[config.mk]
export PLATFORM = sky130hd
export DESIGN_NAME = block_frame_reassembler
export DESIGN_NICKNAME = d
export VERILOG_FILES = /design/src/sv/bfr_pkg.sv /design/src/sv/block_frame_reassembler.sv
export SDC_FILE = /design/constraint.sdc
export NUM_CORES = 2
export LEC_CHECK = 0
export BUFFER_PORTS_ARGS = -buffer_cell sky130_fd_sc_hd__buf_2
export CAP_MARGIN = 10
export CORE_AREA = 4 4 523 525
export DETAILED_ROUTE_END_ITERATION = 6
export DIE_AREA = 0 0 527 529
export RECOVER_POWER = 100
export SLEW_MARGIN = 15
export SYNTH_ARGS = -nofsm -noshare
export SYNTH_HDL_FRONTEND = slang
export SYNTH_SLANG_ARGS = --single-unit
[constraint.sdc]
create_clock -name clk -period 4.8 [get_ports clk]
set_input_delay 0.96 -clock clk [delete_from_list [all_inputs] [get_ports clk]]
set_output_delay 0.96 -clock clk [all_outputs]
set_load 0.02 [all_outputs]
[src/sv/bfr_pkg.sv]
`timescale 1ns / 1ps
// ----------------------------------------------------------------------------
// bfr_pkg
// Types and constants shared by the block frame reassembler and its checker.
// ----------------------------------------------------------------------------
package bfr_pkg;

	localparam int FRAMES_PER_BLOCK_DEF = 37;
	localparam int BYTES_PER_FRAME_DEF  = 7;
	localparam int BLOCK_BYTES_DEF      = 256;

	localparam logic KIND_START = 1'b0;
	localparam logic KIND_DATA  = 1'b1;

	typedef enum logic [1:0] {
		RK_ACK  = 2'd0,
		RK_WORD = 2'd1,
		RK_MAP  = 2'd2
	} res_kind_t;

	typedef enum logic [1:0] {
		ST_IDLE,
		ST_WR_HI,
		ST_EMIT
	} state_t;

	typedef struct packed {
		logic        kind;
		logic [5:0]  seq;
		logic [2:0]  byte_count;
		logic [55:0] payload;
	} frame_t;

	typedef struct packed {
		res_kind_t   result_kind;
		logic [63:0] word;
		logic [4:0]  word_index;
		logic        header_block;
		logic        last;
	} result_t;

endpackage

[src/sv/block_frame_reassembler.sv]
`timescale 1ns / 1ps
// ----------------------------------------------------------------------------
// block_frame_reassembler
// Collects data frames into a block buffer held in a word memory with byte
// enables, tracks received frames in a map and streams out the finished
// block, a missing-frame map or a start acknowledge.
//
//   channel   | signals                             | direction
//   ----------+-------------------------------------+----------
//   frame     | frame_valid, frame_ready, frame     | in
//   result    | result_valid, result_ready, result  | out
//
// A start request or a stray data frame is handled in the idle state alone; any
// other data frame also passes through ST_WR_HI, which writes the second of the two
// buffer words a frame can touch. A completing frame then reads the block one word
// a cycle, while the result is not stalled, through a registered read stage.
// Reset clears the per-word valid bits at once; an unwritten word reads 0xFF.
// A stalled result holds the emission; frames are taken only while idle.
// ----------------------------------------------------------------------------
module block_frame_reassembler #(
	parameter int FRAMES_PER_BLOCK = bfr_pkg::FRAMES_PER_BLOCK_DEF,
	parameter int BYTES_PER_FRAME  = bfr_pkg::BYTES_PER_FRAME_DEF,
	parameter int BLOCK_BYTES      = bfr_pkg::BLOCK_BYTES_DEF
) (
	input  logic             clk,
	input  logic             arst_n,
	input  logic             frame_valid,
	output logic             frame_ready,
	input  bfr_pkg::frame_t  frame,
	output logic             result_valid,
	input  logic             result_ready,
	output bfr_pkg::result_t result
);
	import bfr_pkg::*;

	localparam int WORDS = BLOCK_BYTES / 8;
	localparam int AW    = (WORDS > 1) ? $clog2(WORDS) : 1;
	localparam int OW    = $clog2(BLOCK_BYTES + 64 * BYTES_PER_FRAME + 16);
	localparam int MAPW  = FRAMES_PER_BLOCK;

	logic [63:0]    mem [WORDS];
	logic [WORDS-1:0] valid_q;

	state_t          state_q, state_d;
	logic [MAPW-1:0] map_q;
	logic            first_done_q;
	logic            is_last_q;
	logic            hi_en_q;
	logic [AW-1:0]   hi_addr_q;
	logic [7:0]      hi_be_q;
	logic [63:0]     hi_data_q;

	logic [AW-1:0]   rd_addr_q;
	logic            issued_all_q;
	logic            valid_s1;
	logic [63:0]     rdata_s1;
	logic            rvalid_s1;
	logic [AW-1:0]   idx_s1;
	logic            last_s1;

	result_t         result_q;
	logic            result_valid_q;

	logic            accept;
	logic            in_range;
	logic [OW-1:0]   offset;
	logic [OW-1:0]   lo_word;
	logic            fits;
	logic [127:0]    win_data;
	logic [15:0]     win_be;
	logic [7:0]      len_mask;

	logic            wr_en;
	logic [AW-1:0]   wr_addr;
	logic [7:0]      wr_be;
	logic [63:0]     wr_data;
	logic [7:0]      be_eff;
	logic [63:0]     d_eff;

	logic            issue;
	logic            move;
	logic            load_ack;
	logic            load_map;
	logic            out_free;
	logic            map_full;

	assign accept   = frame_valid && frame_ready;
	assign in_range = {1'b0, frame.seq} < 7'(FRAMES_PER_BLOCK);
	assign offset   = OW'(frame.seq) * OW'(BYTES_PER_FRAME);
	assign lo_word  = offset >> 3;
	assign fits     = (offset + OW'(frame.byte_count)) <= OW'(BLOCK_BYTES);
	assign len_mask = 8'((9'd1 << frame.byte_count) - 9'd1);
	assign win_data = {64'd0, 8'd0, frame.payload} << {offset[2:0], 3'b000};
	assign win_be   = {8'd0, len_mask} << offset[2:0];
	assign map_full = (map_q == {MAPW{1'b1}});
	assign out_free = !result_valid_q || result_ready;
	assign move     = valid_s1 && out_free;

	// next state
	always_comb begin
		state_d = state_q;
		unique case (state_q)
			ST_IDLE: begin
				if (accept && frame.kind == KIND_DATA && in_range)
					state_d = ST_WR_HI;
			end
			ST_WR_HI: begin
				state_d = map_full ? ST_EMIT : ST_IDLE;
			end
			ST_EMIT: begin
				if (move && last_s1)
					state_d = ST_IDLE;
			end
			default: state_d = ST_IDLE;
		endcase
	end

	// outputs of the state machine
	always_comb begin
		frame_ready = 1'b0;
		load_ack    = 1'b0;
		load_map    = 1'b0;
		issue       = 1'b0;
		wr_en       = 1'b0;
		wr_addr     = AW'(lo_word);
		wr_be       = win_be[7:0];
		wr_data     = win_data[63:0];
		unique case (state_q)
			ST_IDLE: begin
				frame_ready = out_free;
				load_ack    = accept && frame.kind == KIND_START;
				wr_en       = accept && frame.kind == KIND_DATA && in_range && fits &&
				              (lo_word < OW'(WORDS)) && (|win_be[7:0]);
			end
			ST_WR_HI: begin
				wr_en    = hi_en_q;
				wr_addr  = hi_addr_q;
				wr_be    = hi_be_q;
				wr_data  = hi_data_q;
				load_map = !map_full && is_last_q;
			end
			ST_EMIT: begin
				issue = !issued_all_q && (!valid_s1 || move);
			end
			default: ;
		endcase
	end

	always_comb begin
		for (int b = 0; b < 8; b++) begin
			be_eff[b]        = valid_q[wr_addr] ? wr_be[b] : 1'b1;
			d_eff[8*b +: 8]  = wr_be[b] ? wr_data[8*b +: 8] : 8'hFF;
		end
	end

	always_ff @(posedge clk) begin
		if (wr_en) begin
			for (int b = 0; b < 8; b++) begin
				if (be_eff[b])
					mem[wr_addr][8*b +: 8] <= d_eff[8*b +: 8];
			end
		end
	end

	always_ff @(posedge clk) begin
		if (issue) begin
			rdata_s1  <= mem[rd_addr_q];
			rvalid_s1 <= valid_q[rd_addr_q];
			idx_s1    <= rd_addr_q;
			last_s1   <= (rd_addr_q == AW'(WORDS - 1));
		end
	end

	always_ff @(posedge clk) begin
		if (accept) begin
			is_last_q <= (frame.seq == 6'(FRAMES_PER_BLOCK - 1));
			hi_en_q   <= fits && (|win_be[15:8]) && ((lo_word + 1'b1) < OW'(WORDS));
			hi_addr_q <= AW'(lo_word + 1'b1);
			hi_be_q   <= win_be[15:8];
			hi_data_q <= win_data[127:64];
		end
	end

	always_ff @(posedge clk or negedge arst_n) begin
		if (!arst_n) begin
			state_q      <= ST_IDLE;
			valid_q      <= '0;
			map_q        <= '0;
			first_done_q <= 1'b0;
			rd_addr_q    <= '0;
			issued_all_q <= 1'b0;
			valid_s1     <= 1'b0;
		end else begin
			state_q <= state_d;
			if (wr_en)
				valid_q[wr_addr] <= 1'b1;
			if (load_ack) begin
				valid_q      <= '0;
				map_q        <= '0;
				first_done_q <= 1'b0;
			end
			if (accept && frame.kind == KIND_DATA && in_range)
				map_q <= map_q | (MAPW'(1) << frame.seq);
			if (issue) begin
				valid_s1  <= 1'b1;
				rd_addr_q <= rd_addr_q + 1'b1;
				if (rd_addr_q == AW'(WORDS - 1))
					issued_all_q <= 1'b1;
			end else if (move) begin
				valid_s1 <= 1'b0;
			end
			if (move && last_s1) begin
				valid_q      <= '0;
				map_q        <= '0;
				first_done_q <= 1'b1;
				rd_addr_q    <= '0;
				issued_all_q <= 1'b0;
			end
		end
	end

	always_ff @(posedge clk or negedge arst_n) begin
		if (!arst_n)
			result_valid_q <= 1'b0;
		else if (load_ack || load_map || move)
			result_valid_q <= 1'b1;
		else if (result_ready)
			result_valid_q <= 1'b0;
	end

	always_ff @(posedge clk) begin
		if (load_ack) begin
			result_q.result_kind  <= RK_ACK;
			result_q.word         <= '0;
			result_q.word_index   <= '0;
			result_q.header_block <= 1'b0;
			result_q.last         <= 1'b1;
		end else if (load_map) begin
			result_q.result_kind  <= RK_MAP;
			result_q.word         <= 64'(map_q);
			result_q.word_index   <= '0;
			result_q.header_block <= 1'b0;
			result_q.last         <= 1'b1;
		end else if (move) begin
			result_q.result_kind  <= RK_WORD;
			result_q.word         <= rvalid_s1 ? rdata_s1 : {64{1'b1}};
			result_q.word_index   <= 5'(idx_s1);
			result_q.header_block <= !first_done_q;
			result_q.last         <= last_s1;
		end
	end

	assign result_valid = result_valid_q;
	assign result       = result_q;

endmodule

==> flow_metrics.env <==
export IMPL_critPathBufInv=7
export IMPL_violations="max-capacitance violations, max-slew violations, negative setup slack"
export IMPL_power_leakage_uw=0.0352
export IMPL_drc=0
export IMPL_start_kind="primary input"
export IMPL_fmax_ghz=0.202
export IMPL_finalSetupViolCount=218
export IMPL_drt_pass1_iter_count=5
export IMPL_cts_hold_buffers=0
export IMPL_num_fill_cells=23540
export IMPL_root_buffer="clkbuf_16"
export IMPL_grt_overflow=0
export IMPL_critPathMaxFanout=13
export IMPL_crit_type="primary input to flop"
export IMPL_worstSkewPairLatency_ns=0.89
export IMPL_rsz0062_at_grt="yes"
export IMPL_synth_edf_count=2181
export IMPL_grt_pass1_wl_mm=383
export IMPL_coreArea_um2=269000
export IMPL_p_total_uw=58000
export IMPL_track_usage_pct=19.1
export IMPL_drv_slew=419
export IMPL_layout_nets=5441
export IMPL_io_pins=145
export IMPL_mostFrequentLayoutCells="edfxtp_1, mux4_2, buf_4, nor2_1, clkbuf_16"
export IMPL_clock_path_buffers=3
export IMPL_crit_arrival_ns=5.58
export IMPL_peakVddDrop_mv=0.363
export IMPL_end_kind="flop"
export IMPL_async_flop_share_pct=3.43
export IMPL_maxSlewHeadroom_pct=-143
export IMPL_grt_pass1_vias=50405
export IMPL_synth_cells=4705
export IMPL_status="complete, but fails checks"
export IMPL_cpMaxStageDelayCell="o21ai_4"
export IMPL_fp_dieH_um=529
export IMPL_post_drt_via_cell_ratio=5.42
export IMPL_totalWireLength_mm=268
export IMPL_drive_gt1_share_pct=32.6
export IMPL_final_common_cell="edfxtp_1"
export IMPL_vias=49505
export IMPL_drt_iter0_markers=5356
export IMPL_cts_tree="yes"
export IMPL_pre_cts_slack_ns=-1.05
export IMPL_period_share_pct=103
export IMPL_critPathRequiredTime_ns=5.43
export IMPL_layout_setup_ws_ns=-0.140
export IMPL_rows=191
export IMPL_place_gp_congestion=0.864
export IMPL_io_buffers=144
export IMPL_hp_class="primary input to flop"
export IMPL_clock_skew_ns=0.0788
export IMPL_die_area_um2=279000
export IMPL_clkSinkCount=2334
export IMPL_initial_utilization_pct=34.8
export IMPL_synth_distinct_cells=89
export IMPL_finalHoldViolCount=0
export IMPL_grt_max_degree=87
export IMPL_die_w_um=527
export IMPL_syn_cell_area_um2=93800
export IMPL_synthFlopType="edfxtp_1"
export IMPL_synth_net_count=4803
export IMPL_area_growth_pct=18.3
export IMPL_antenna_found_initial=32
export IMPL_avgSynthCellArea_um2=19.9
export IMPL_crit_chain="buf_2 > fa_1 > ha_1 > inv_1 > clkbuf_1 > nor2_1 > a211oi_1 > buf_12 > a211oi_4 > buf_12 > o21ai_4 > buf_4 > nor2_1 > buf_4"
export IMPL_clk_pin_slew_worst_paths_ns=0.06
export IMPL_cts_buffers=223
export IMPL_power_per_cell_area_nw_per_um2=523
export IMPL_wl_per_cell_um=29.4
export IMPL_tightest_slew_ns=3.64
export IMPL_synth_seq_cells=2334
export IMPL_cts_htree_levels=4
export IMPL_max_stage_delay_ns=0.79
export IMPL_hpwl_mm=182
export IMPL_yosys_warnings=0
export IMPL_maxCapViolCount=12
export IMPL_fin_crit_ns=4.94
export IMPL_antenna_left=0
export IMPL_path_delay_family="buffers and inverters"
export IMPL_ys_seq_area_share_pct=73.5
cell usage after synthesis (all sizes together) (53+ instances only):
cell    instances  area [um2]
edfxtp       2181       65500
mux4          650       14600
nor2          317        1200
clkbuf        168         633
nand2         133         509
a21oi         131         712
buf           122         537
o21ai         109         696
nor3           99         529
mux2           81         912
dfrtp          80        2000
dfxtp          73        1460
nand3b         65         488
mux2i          63         647
inv            53         199
worst reg2reg max path, stage by stage, from the launching register on:
cell     delay, ns
dfrtp_1       2.81
buf_2         0.95
mux4_2        0.45
mux2_2        0.32
state kept, by name, indices dropped and copies added (netlist names), 2 cells and up:
signal / count
idx_s1: 5
state_q: 2
map_q: 37
hi_addr_q: 5
result: 73
rd_addr_q: 5
hi_be_q: 7
hi_data_q: 48
rdata_s1: 64
valid_q: 32
mem: 2048
routing by layer:
metal | wire [um] | track usage (%) | share of wire (%)
met3 | 16300 | 2.80 | 6.1
met2 | 135000 | 32.5 | 50
met5 | 13 | 0 | 0.0048
met1 | 104000 | 24.5 | 39
met4 | 12800 | 8.16 | 4.8
power breakdown:
group | leakage, uW | internal, uW | switching [uW] | total, uW
Clock | 0.00360 | 10100 | 7790 | 17900
Combinational | 0.0106 | 6700 | 9090 | 15800
Sequential | 0.0210 | 23900 | 381 | 24300
Total | 0.0352 | 40700 | 17300 | 58000
through the flow:
step	setup TNS (ns)	util, %	hold slack (ns)	area [um2]	instances
6_report	-12.76	41.2	0.445	111000	9127
2_1_floorplan	-75.35	-	0.423	94200	4705
4_1_cts	0	41.5	0.0590	112000	9104
3_5_place_dp	-1552.86	38.7	0.446	104000	8686
3_3_place_gp	-1450.38	38.7	0.449	104000	8686
5_1_grt	-4.22	41.2	0.418	111000	9126
final timing paths:
kind | end | depth (start not counted) | slack [ns] | from
min reg2reg | result[72]$_SDFFE_PP0P_ | 2 | 0.46 | result[72]$_SDFFE_PP0P_
min in group asynchronous | valid_q[25]$_DFFE_PN0P_ | 1 | 0.93 | arst_n
max | mem[22][4]$_DFFE_PP_ | 14 | -0.14 | frame[61]
max reg2reg | rdata_s1[49]$_DFFE_PP_ | 3 | 0.02 | rd_addr_q[3]$_DFFE_PN0P_
max in group asynchronous | map_q[10]$_DFFE_PN0P_ | 2 | 1.78 | arst_n
min | hi_data_q[8]$_DFFE_PP_ | 3 | 0.45 | frame[48]
timing repair:
action,4_1_cts,5_1_grt
pin swaps,1,3
buffers inserted,0,1
gates cloned,1,0
gates resized for setup,3,56
endpoints found under the setup margin,233,1145
kinds of logic (layout without fill, tap and decap cells):
| family | count (synthesis) | after routing | share of synthesized area [%] |
|---|---|---|---|
| flops | 2334 | 2334 | 73.5 |
| mux | 794 | 794 | 17.3 |
| simple gates | 762 | 763 | 3.95 |
| compound gates | 432 | 432 | 3.25 |
| buf+inv | 343 | 1172 | 1.46 |
| fa+ha+maj | 28 | 28 | 0.430 |
| xor+xnor | 11 | 11 | 0.103 |
| other cells | 1 | 23 | 0.00400 |
cell type report:
| cell class | count | area, um2 | share of cell area, % |
|---|---|---|---|
| diodes | 22 | 55.1 | 0.0496 |
| flip-flops and latches | 2334 | 69000 | 62.2 |
| clock inverters | 155 | 1720 | 1.55 |
| clock buffers | 262 | 5770 | 5.20 |
| multi-input cells | 2029 | 24100 | 21.7 |
| repair buffers | 702 | 5720 | 5.16 |
| inverters | 53 | 199 | 0.179 |
| well taps | 3570 | 4470 | 4.03 |
No activity file was read; power rests on OpenSTA's default activity.
